## src/rtl/pfc_pkg.sv

```systemverilog
// ----------------------------------------------------------------------------
// pfc_pkg: shared types, constants and helpers
// Letter codes, square geometry, controller/datapath interface structs.
// ----------------------------------------------------------------------------
`default_nettype none

package pfc_pkg;

  localparam int GRID_SIDE = 5;
  localparam int CELLS     = GRID_SIDE * GRID_SIDE;
  localparam int LETTERS   = 26;

  typedef logic [4:0] letter_t;
  typedef logic [4:0] cell_t;
  typedef logic [2:0] coord_t;

  localparam letter_t LETTER_COUNT = letter_t'(LETTERS);
  localparam letter_t LETTER_LAST  = letter_t'(LETTERS - 1);
  localparam letter_t LETTER_I     = letter_t'(8);
  localparam letter_t LETTER_J     = letter_t'(9);
  localparam letter_t LETTER_X     = letter_t'(23);
  localparam cell_t   CELL_COUNT   = cell_t'(CELLS);

  typedef enum logic [1:0] {
    MODE_CLEAR = 2'd0,
    MODE_KEY   = 2'd1,
    MODE_ENC   = 2'd2,
    MODE_DEC   = 2'd3
  } mode_t;

  // controller -> datapath
  typedef struct packed {
    logic load;         // capture input item
    logic clear;        // empty the square
    logic key_place;    // place the captured key letter
    logic seal_step;    // place one alphabet letter during seal walk
    logic text;         // apply text letter, read cell positions
    logic map;          // compute target cells, read square
    logic emit_second;  // present second letter of the pair
  } pfc_cmd_t;

  // datapath -> controller
  typedef struct packed {
    logic is_clear;
    logic is_bad;
    logic is_key;
    logic sealed;
    logic seal_last;
    logic pair_go;
  } pfc_status_t;

  function automatic coord_t cell_row(cell_t c);
    coord_t r;
    r = '0;
    for (int k = 1; k < GRID_SIDE; k++) begin
      if (c >= cell_t'(k * GRID_SIDE)) r = coord_t'(k);
    end
    return r;
  endfunction

  function automatic cell_t cell_of(coord_t r, coord_t c);
    return cell_t'(r * GRID_SIDE + c);
  endfunction

  function automatic coord_t cell_col(cell_t c);
    return coord_t'(c - cell_of(cell_row(c), '0));
  endfunction

  // one step right/down, or left/up when deciphering, wrapping at the edge
  function automatic coord_t wrap_step(coord_t v, logic dec);
    coord_t r;
    if (dec) r = (v == '0) ? coord_t'(GRID_SIDE - 1) : coord_t'(v - 1'b1);
    else     r = (v == coord_t'(GRID_SIDE - 1)) ? '0 : coord_t'(v + 1'b1);
    return r;
  endfunction

endpackage

`default_nettype wire

```

## src/rtl/pfc_datapath.sv

```systemverilog
// ----------------------------------------------------------------------------
// pfc_datapath: square storage and pair arithmetic
// Holds the captured item, the square and letter-position memories, the
// fill/seal state, the open pair and the repeat-rule letter.
// ----------------------------------------------------------------------------
`default_nettype none

module pfc_datapath (
  input  wire logic                 clk,
  input  wire logic                 rst,
  input  wire logic [1:0]           mode,
  input  wire pfc_pkg::letter_t     letter,
  input  wire logic                 last,
  input  wire pfc_pkg::pfc_cmd_t    cmd,
  output pfc_pkg::pfc_status_t      status,
  output pfc_pkg::letter_t          out_letter,
  output logic                      out_last
);
  import pfc_pkg::*;

  // captured item
  mode_t   item_mode;
  letter_t item_letter;
  logic    item_last;

  // control state
  logic [LETTERS-1:0] used;
  cell_t              fill_count;
  logic               sealed;
  letter_t            seal_ctr;
  letter_t            held_letter;
  logic               held_valid;
  letter_t            prev_letter;
  logic               prev_valid;

  // memories
  letter_t sq_mem [CELLS];
  cell_t   pos_mem [LETTERS];

  // registered read data
  cell_t   pos_a, pos_b;
  letter_t sq_a, sq_b;
  logic    pair_dec, pair_final;

  letter_t item_norm, place_l, text_l, pair_a, pair_b;
  logic    item_enc, item_dec, place_req, place_en;
  coord_t  ra, xa, rb, xb;
  cell_t   oa, ob;

  always_ff @(posedge clk) begin
    if (cmd.load) begin
      item_mode   <= mode_t'(mode);
      item_letter <= letter;
      item_last   <= last;
    end
  end

  assign item_norm = (item_letter == LETTER_J) ? LETTER_I : item_letter;
  assign item_enc  = (item_mode == MODE_ENC);
  assign item_dec  = (item_mode == MODE_DEC);

  // letter placement, shared by key letters and the alphabet walk
  assign place_l   = cmd.seal_step ? seal_ctr : item_norm;
  assign place_req = cmd.key_place || (cmd.seal_step && seal_ctr != LETTER_J);
  assign place_en  = place_req && !used[place_l] && (fill_count < CELL_COUNT);

  // repeat rule and pair formation
  assign text_l = (item_enc && prev_valid && prev_letter == item_norm) ? LETTER_X
                                                                       : item_norm;
  assign pair_a = held_valid ? held_letter : text_l;
  assign pair_b = held_valid ? text_l : LETTER_X;

  always_ff @(posedge clk) begin
    if (rst || cmd.clear) begin
      used        <= '0;
      fill_count  <= '0;
      sealed      <= 1'b0;
      seal_ctr    <= '0;
      held_letter <= '0;
      held_valid  <= 1'b0;
      prev_letter <= '0;
      prev_valid  <= 1'b0;
    end else begin
      if (place_en) begin
        used[place_l] <= 1'b1;
        fill_count    <= fill_count + 1'b1;
      end
      if (cmd.seal_step) begin
        if (seal_ctr == LETTER_LAST) begin
          seal_ctr <= '0;
          sealed   <= 1'b1;
        end else begin
          seal_ctr <= seal_ctr + 1'b1;
        end
      end
      if (cmd.text) begin
        if (item_enc) begin
          prev_letter <= text_l;
          prev_valid  <= 1'b1;
        end
        if (held_valid) begin
          held_valid <= 1'b0;
        end else if (!item_last) begin
          held_letter <= text_l;
          held_valid  <= 1'b1;
        end
        if (item_last) begin
          held_valid <= 1'b0;
          prev_valid <= 1'b0;
        end
      end
    end
  end

  // letter -> cell index memory
  always_ff @(posedge clk) begin
    if (place_en) pos_mem[place_l] <= fill_count;
    if (cmd.text) begin
      pos_a      <= pos_mem[pair_a];
      pos_b      <= pos_mem[pair_b];
      pair_dec   <= item_dec;
      pair_final <= item_last;
    end
  end

  // pair rules on row/column coordinates
  always_comb begin
    ra = cell_row(pos_a);
    xa = cell_col(pos_a);
    rb = cell_row(pos_b);
    xb = cell_col(pos_b);
    if (ra == rb) begin
      oa = cell_of(ra, wrap_step(xa, pair_dec));
      ob = cell_of(rb, wrap_step(xb, pair_dec));
    end else if (xa == xb) begin
      oa = cell_of(wrap_step(ra, pair_dec), xa);
      ob = cell_of(wrap_step(rb, pair_dec), xb);
    end else begin
      oa = cell_of(ra, xb);
      ob = cell_of(rb, xa);
    end
  end

  // cell index -> letter memory
  always_ff @(posedge clk) begin
    if (place_en) sq_mem[fill_count] <= place_l;
    if (cmd.map) begin
      sq_a <= sq_mem[oa];
      sq_b <= sq_mem[ob];
    end
  end

  assign out_letter = cmd.emit_second ? sq_b : sq_a;
  assign out_last   = cmd.emit_second && pair_final;

  assign status.is_clear  = (item_mode == MODE_CLEAR);
  assign status.is_bad    = (item_letter >= LETTER_COUNT);
  assign status.is_key    = (item_mode == MODE_KEY);
  assign status.sealed    = sealed;
  assign status.seal_last = (seal_ctr == LETTER_LAST);
  assign status.pair_go   = held_valid || (item_last && item_enc);

endmodule

`default_nettype wire

```

## src/rtl/pfc_ctrl.sv

```systemverilog
// ----------------------------------------------------------------------------
// pfc_ctrl: sequencing state machine
// Decodes each item, runs the alphabet walk that seals the square, steps a
// pair through position lookup and square read, then hands out two letters.
// ----------------------------------------------------------------------------
`default_nettype none

module pfc_ctrl (
  input  wire logic                  clk,
  input  wire logic                  rst,
  input  wire logic                  in_valid,
  output logic                       in_stall,
  output logic                       out_valid,
  input  wire logic                  out_stall,
  input  wire pfc_pkg::pfc_status_t  status,
  output pfc_pkg::pfc_cmd_t          cmd
);
  import pfc_pkg::*;

  typedef enum logic [2:0] {
    S_IDLE,
    S_DECODE,
    S_SEAL,
    S_TEXT,
    S_MAP,
    S_EMIT_A,
    S_EMIT_B
  } state_t;

  state_t state;
  logic   emit_second;
  logic   no_text;

  assign no_text  = status.is_clear || status.is_bad || status.is_key;
  assign in_stall = (state != S_IDLE);

  always_comb begin
    cmd             = '0;
    cmd.load        = in_valid && (state == S_IDLE);
    cmd.clear       = (state == S_DECODE) && status.is_clear;
    cmd.key_place   = (state == S_DECODE) && !status.is_clear && !status.is_bad &&
                      status.is_key && !status.sealed;
    cmd.seal_step   = (state == S_SEAL);
    cmd.text        = (state == S_TEXT);
    cmd.map         = (state == S_MAP);
    cmd.emit_second = emit_second;
  end

  always_ff @(posedge clk) begin
    if (rst) begin
      state       <= S_IDLE;
      out_valid   <= 1'b0;
      emit_second <= 1'b0;
    end else begin
      unique case (state)
        S_IDLE: begin
          if (in_valid) state <= S_DECODE;
        end
        S_DECODE: begin
          if (no_text)             state <= S_IDLE;
          else if (!status.sealed) state <= S_SEAL;
          else                     state <= S_TEXT;
        end
        S_SEAL: begin
          if (status.seal_last) state <= S_TEXT;
        end
        S_TEXT: begin
          state <= status.pair_go ? S_MAP : S_IDLE;
        end
        S_MAP: begin
          state       <= S_EMIT_A;
          out_valid   <= 1'b1;
          emit_second <= 1'b0;
        end
        S_EMIT_A: begin
          if (!out_stall) begin
            state       <= S_EMIT_B;
            emit_second <= 1'b1;
          end
        end
        S_EMIT_B: begin
          if (!out_stall) begin
            state       <= S_IDLE;
            out_valid   <= 1'b0;
            emit_second <= 1'b0;
          end
        end
        default: state <= S_IDLE;
      endcase
    end
  end

endmodule

`default_nettype wire

```

## src/rtl/playfair_digraph_cipher.sv

```systemverilog
// Timing: a clear or key item passes through decode only; a text letter that
// opens a pair is also applied in the text step. A letter completing a pair
// presents its first result after the text and map steps, the second in the
// cycle after the first is taken; the input is free again the cycle after the
// second transfer. The first text letter after an unsealed square first walks
// the alphabet. One item in flight at a time; rate set by the sequencer.
// Reset (rst, synchronous) leaves an empty, unsealed square and no open pair.
// ----------------------------------------------------------------------------
// playfair_digraph_cipher: 5x5 digraph substitution engine
// Builds the square from key letters and enciphers or deciphers text pairs.
// ----------------------------------------------------------------------------
`default_nettype none

module playfair_digraph_cipher (
  input  wire logic              clk,
  input  wire logic              rst,
  input  wire logic              in_valid,
  output logic                   in_stall,
  input  wire logic [1:0]        mode,
  input  wire pfc_pkg::letter_t  letter,
  input  wire logic              last,
  output logic                   out_valid,
  input  wire logic              out_stall,
  output pfc_pkg::letter_t       out_letter,
  output logic                   out_last
);
  import pfc_pkg::*;

  pfc_cmd_t    cmd;
  pfc_status_t status;

  pfc_ctrl u_ctrl (
    .clk       (clk),
    .rst       (rst),
    .in_valid  (in_valid),
    .in_stall  (in_stall),
    .out_valid (out_valid),
    .out_stall (out_stall),
    .status    (status),
    .cmd       (cmd)
  );

  pfc_datapath u_datapath (
    .clk        (clk),
    .rst        (rst),
    .mode       (mode),
    .letter     (letter),
    .last       (last),
    .cmd        (cmd),
    .status     (status),
    .out_letter (out_letter),
    .out_last   (out_last)
  );

endmodule

`default_nettype wire

```

## config.mk

```make
export PLATFORM = sky130hd
export DESIGN_NAME = playfair_digraph_cipher
export DESIGN_NICKNAME = d
export VERILOG_FILES = /design/src/rtl/pfc_pkg.sv /design/src/rtl/pfc_datapath.sv /design/src/rtl/pfc_ctrl.sv /design/src/rtl/playfair_digraph_cipher.sv
export SDC_FILE = /design/constraint.sdc
export NUM_CORES = 1
export LEC_CHECK = 0
export BUFFER_PORTS_ARGS = -buffer_cell sky130_fd_sc_hd__buf_2
export CAP_MARGIN = 20
export CORE_MARGIN = 2
export CORE_UTILIZATION = 55
export CTS_CLUSTER_DIAMETER = 100
export CTS_CLUSTER_SIZE = 25
export DETAILED_ROUTE_END_ITERATION = 10
export MAX_ROUTING_LAYER = met4
export PLACE_DENSITY_LB_ADDON = 0.15
export SYNTH_ARGS = -nofsm -noshare
export SYNTH_HDL_FRONTEND = slang
export SYNTH_SLANG_ARGS = --single-unit
```

## constraint.sdc

```tcl
create_clock -name clk -period 5.3 [get_ports clk]
set_input_delay 0.53 -clock clk [delete_from_list [all_inputs] [get_ports clk]]
set_output_delay 0.53 -clock clk [all_outputs]
set_load 0.01 [all_outputs]
```

==> metrics.md <==
| Metric | Value |
|---|---|
| Outcome | `complete, no violations` |
| Port Buffer Count | `19` |
| Max-slew violations | `0` |
| Setup total negative slack | `0 ps` |
| Max Clock Skew | `30.4 ps` |
| Power density over the cells | `266 nW/um2` |
| Net switching power of the design | `between 1 and 1.5 mW` |
| Die Y-Extent | `184 um` |
| Number of global-route vias before repair | `12.5k` |
| Clock latency reported for the late side of the worst-skew pair | `540 ps` |
| Registers with the most flip-flops | `u_datapath.pos_mem x130, u_datapath.sq_mem x125, u_datapath.used x26` |
| Final critical-path share of the clock period | `0.945` |
| Fraction of synthesized cell area taken by the top area cell type | `0.478` |
| Most frequent cell after synthesis | `sky130_fd_sc_hd__edfxtp_1` |
| Leading post-synthesis cells by cell area | `sky130_fd_sc_hd__edfxtp_1 48%, sky130_fd_sc_hd__mux2i_1 6.9%, sky130_fd_sc_hd__dfxtp_1 6.0%` |
| Fraction of power consumed by combinational cells | `0.140` |
| Most numerous cell types in the synthesized netlist | `285 x sky130_fd_sc_hd__edfxtp_1, 235 x sky130_fd_sc_hd__nand2_1, 124 x sky130_fd_sc_hd__mux2i_1, 117 x sky130_fd_sc_hd__nor2_1, 85 x sky130_fd_sc_hd__a21oi_1` |
| Endpoint required time on the critical path | `5580 ps` |
| Crit Path Class | `flop to flop` |
| Overflow left after global routing | `0` |
| Num CTS Buffers | `18` |
| DRC violation count after routing | `0` |
| Synthesized area | `17900 um2` |
| Net count of the mapped netlist | `approximately 1.6k` |
| Final nets | `about 1.7k` |
| Depth of the CTS H-tree | `1` |
| Gp weighted congestion | `about 1` |
| Most area-hungry cell type in the Yosys netlist | `sky130_fd_sc_hd__edfxtp_1` |
| Global-route wire length before repair | `75100 um` |
| Sort of element at the end of the critical path | `flop` |
| Largest reg by FF count | `u_datapath.pos_mem` |
| Final-report hold violation count | `0` |
| Clock slew at the register clock pins of the worst setup and hold paths | `100 ps` |
| Launching element type of the critical path | `flop` |
| DR vias | `around 13k` |
| Leakage power of the design | `7.19 nW` |
| Post-Syn Instances | `between 1.5k and 2k` |
| Drt via density | `about 6.2` |
| Largest voltage drop on the vdd net | `0.301 mV` |
| Final standard cell count with taps included and fillers excluded | `just over 2k` |
| Int Power | `3.86 mW` |
| Sequential Power Share | `0.561` |
| Mean routed wirelength per cell | `23.8 um` |
| Cell variety after synth | `66` |
| RSZ-0062 raised after global routing | `true` |
| CORE AREA | `32300 um2` |
| Clock share of power | `0.299` |
| Syn Area/Cell | `11.5 um2` |
| Yosys reg bits | `339` |
| Global routing usage summed across all routing layers | `0.302` |
| Highest clock frequency the design can meet | `~200 MHz` |
| Clock net sink count | `339` |
| Synth-to-Final Area Change | `9.89%` |
| Die Outline Area | `34000 um2` |
| Transition time at the pin with the least slew margin | `1080 ps` |
| Main flop type after synthesis | `sky130_fd_sc_hd__edfxtp_1` |
| Min cycle time layout | `5010 ps` |
| Starting DRT DRC Count | `1266` |
| Detail Route Antenna Nets | `0` |
| Post-Route WL | `49400 um` |
| Number of flip-flops under the largest register name | `130` |
| Number of search-and-repair iterations in the first detailed-routing pass | `6` |
| Seq/Total Area, Yosys | `0.539` |
| Count of flip-flops with a built-in enable after synthesis | `285` |
| Clk root buf | `sky130_fd_sc_hd__clkbuf_16` |
| Final-report setup violation count | `0` |
| Std-Cell Rows | `66` |
| Top fanout value on the critical path | `5` |
| Data arrival time of the worst path | `5290 ps` |
| Final antenna diode count | `0` |
| Number of maximum-capacitance constraint violations | `0` |
| Dpl ws | `~130 ps` |
| I/O pin count | `20` |
| Hold/Removal Path Class | `primary input to flop` |
| Layout cells sized above 1 | `0.149` |
| Share of synthesized registers carrying an async set or reset | `0` |
| Total placed cells including tap cells | `2038` |
| Maximum number of pins on one net before global-route repair | `37` |
| Post-detailed-placement half-perimeter wirelength | `approximately 35000 um` |
| Final worst setup slack | `292 ps` |
| Util after Layout | `0.609` |
| Net Sw Frac | `0.260` |
| Starting utilization of the core area | `0.554` |
| Warning count from the yosys run | `0` |
| Number of buffers between clock root and the deepest sink | `3` |
| Clock tree from TritonCTS | `built` |
| Relative slew margins | `0.278` |
| Initial antenna violation count | `0` |
| Die width | `184 um` |
| Slack of the worst reg-to-reg path | `290 ps` |
path summary, 6_finish.rpt:
path,endpoint,start,cells after the start
max,u_datapath.sq_a[2],u_datapath.pos_a[3],20
min,u_datapath.item_last,last,1
max reg2reg,u_datapath.sq_a[2],u_datapath.pos_a[3],20
min reg2reg,u_datapath.used[0],u_datapath.used[0],1
kinds of logic after synthesis:
family | count (synthesis) | synth area share
adders and majority gates | 55 | 0.0418
buffers and inverters | 127 | 0.0304
DFF | 339 | 0.539
and+or+nand+nor | 499 | 0.124
muxes | 179 | 0.126
xor gates and xnor gates | 31 | 0.0169
AOI/OAI and AO/OA | 331 | 0.122
cell usage in the layout, fill, tap and decap left out, types with 5 or more instances in the layout:
cell,instances
sky130_fd_sc_hd__a211oi_1,26
sky130_fd_sc_hd__a21o_1,10
sky130_fd_sc_hd__a21oi_1,84
sky130_fd_sc_hd__a22oi_1,8
sky130_fd_sc_hd__a311oi_1,20
sky130_fd_sc_hd__a31oi_1,10
sky130_fd_sc_hd__and2_1,6
sky130_fd_sc_hd__and3_1,10
sky130_fd_sc_hd__buf_2,19
sky130_fd_sc_hd__buf_4,99
sky130_fd_sc_hd__clkbuf_1,9
sky130_fd_sc_hd__clkbuf_16,19
sky130_fd_sc_hd__dfxtp_1,54
sky130_fd_sc_hd__edfxtp_1,285
sky130_fd_sc_hd__fa_1,8
sky130_fd_sc_hd__ha_1,47
sky130_fd_sc_hd__inv_1,43
sky130_fd_sc_hd__mux2_2,20
sky130_fd_sc_hd__mux2i_1,120
sky130_fd_sc_hd__mux4_2,34
sky130_fd_sc_hd__nand2_1,232
sky130_fd_sc_hd__nand2b_1,16
sky130_fd_sc_hd__nand3_1,56
sky130_fd_sc_hd__nand3b_1,5
sky130_fd_sc_hd__nand4_1,5
sky130_fd_sc_hd__nor2_1,117
sky130_fd_sc_hd__nor2b_1,10
sky130_fd_sc_hd__nor3_1,8
sky130_fd_sc_hd__nor4_1,5
sky130_fd_sc_hd__o21a_1,42
sky130_fd_sc_hd__o21ai_0,44
sky130_fd_sc_hd__o21ai_1,12
sky130_fd_sc_hd__o221ai_1,5
sky130_fd_sc_hd__o22ai_1,24
sky130_fd_sc_hd__o32ai_1,6
sky130_fd_sc_hd__or2_1,5
sky130_fd_sc_hd__xnor2_1,12
sky130_fd_sc_hd__xor2_1,17
what timing repair did:
item,in CTS,in global routing
buffers inserted,0,5
endpoints found under the setup margin,0,10
gates resized for setup,0,32
hold buffers,0,0
power groups by stage:
| stage | Combinational [mW] | Sequential [mW] | Clock [mW] |
|---|---|---|---|
| 6_report | 0.730 | 2.93 | 1.56 |
| 5_1_grt | 0.781 | 2.93 | 1.67 |
| 3_3_place_gp | 0.689 | 2.99 | 0 |
| 4_1_cts | 0.700 | 2.93 | 1.58 |
| 2_1_floorplan | 0.467 | 2.98 | 0 |
| 3_5_place_dp | 0.698 | 2.99 | 0 |
metal layers:
layer	share of wire	up-vias	track usage
met5	0	-	-
met3	0.060	128	0.0296
met2	0.47	517	0.487
met4	0.046	0	0.121
li1	-	5937	-
met1	0.42	6308	0.398
final cells by class:
| class | instances | area, um2 |
|---|---|---|
| Clock buffer | 28 | 509 |
| Timing Repair Buffer | 122 | 888 |
| Inverter | 46 | 173 |
| Multi-Input combinational cell | 1095 | 7850 |
| Sequential cell | 339 | 9640 |
| Fill cell | 2586 | 12600 |
| Clock inverter | 4 | 45.0 |
| Tap cell | 442 | 553 |
through the flow:
stage                     hold WS, ps  power (mW)  instance area (um2)
after floorplan                   435        3.45                17900
after global placement            444        3.68                18900
after detailed placement          451        3.69                18900
after CTS                         154        5.21                19500
after global routing              156        5.38                19700
final                             170        5.22                19700
worst max-delay path, cell delays in order, from the launching register on:
cell	delay [ps]
sky130_fd_sc_hd__edfxtp_1	440
sky130_fd_sc_hd__nor2b_2	200
sky130_fd_sc_hd__o211a_1	210
sky130_fd_sc_hd__o21ai_1	160
sky130_fd_sc_hd__nand2_1	100
sky130_fd_sc_hd__inv_1	90
sky130_fd_sc_hd__ha_1	140
sky130_fd_sc_hd__inv_1	50
sky130_fd_sc_hd__fa_1	490
sky130_fd_sc_hd__inv_1	70
sky130_fd_sc_hd__ha_1	230
sky130_fd_sc_hd__or2_2	300
sky130_fd_sc_hd__mux4_1	500
sky130_fd_sc_hd__ha_1	340
sky130_fd_sc_hd__a21o_1	180
sky130_fd_sc_hd__mux2_2	270
sky130_fd_sc_hd__mux2i_2	280
sky130_fd_sc_hd__nand3b_1	230
sky130_fd_sc_hd__buf_4	200
sky130_fd_sc_hd__a211oi_1	220
sky130_fd_sc_hd__nor4_1	80
Note: power is estimated with default switching activity, not from simulation.
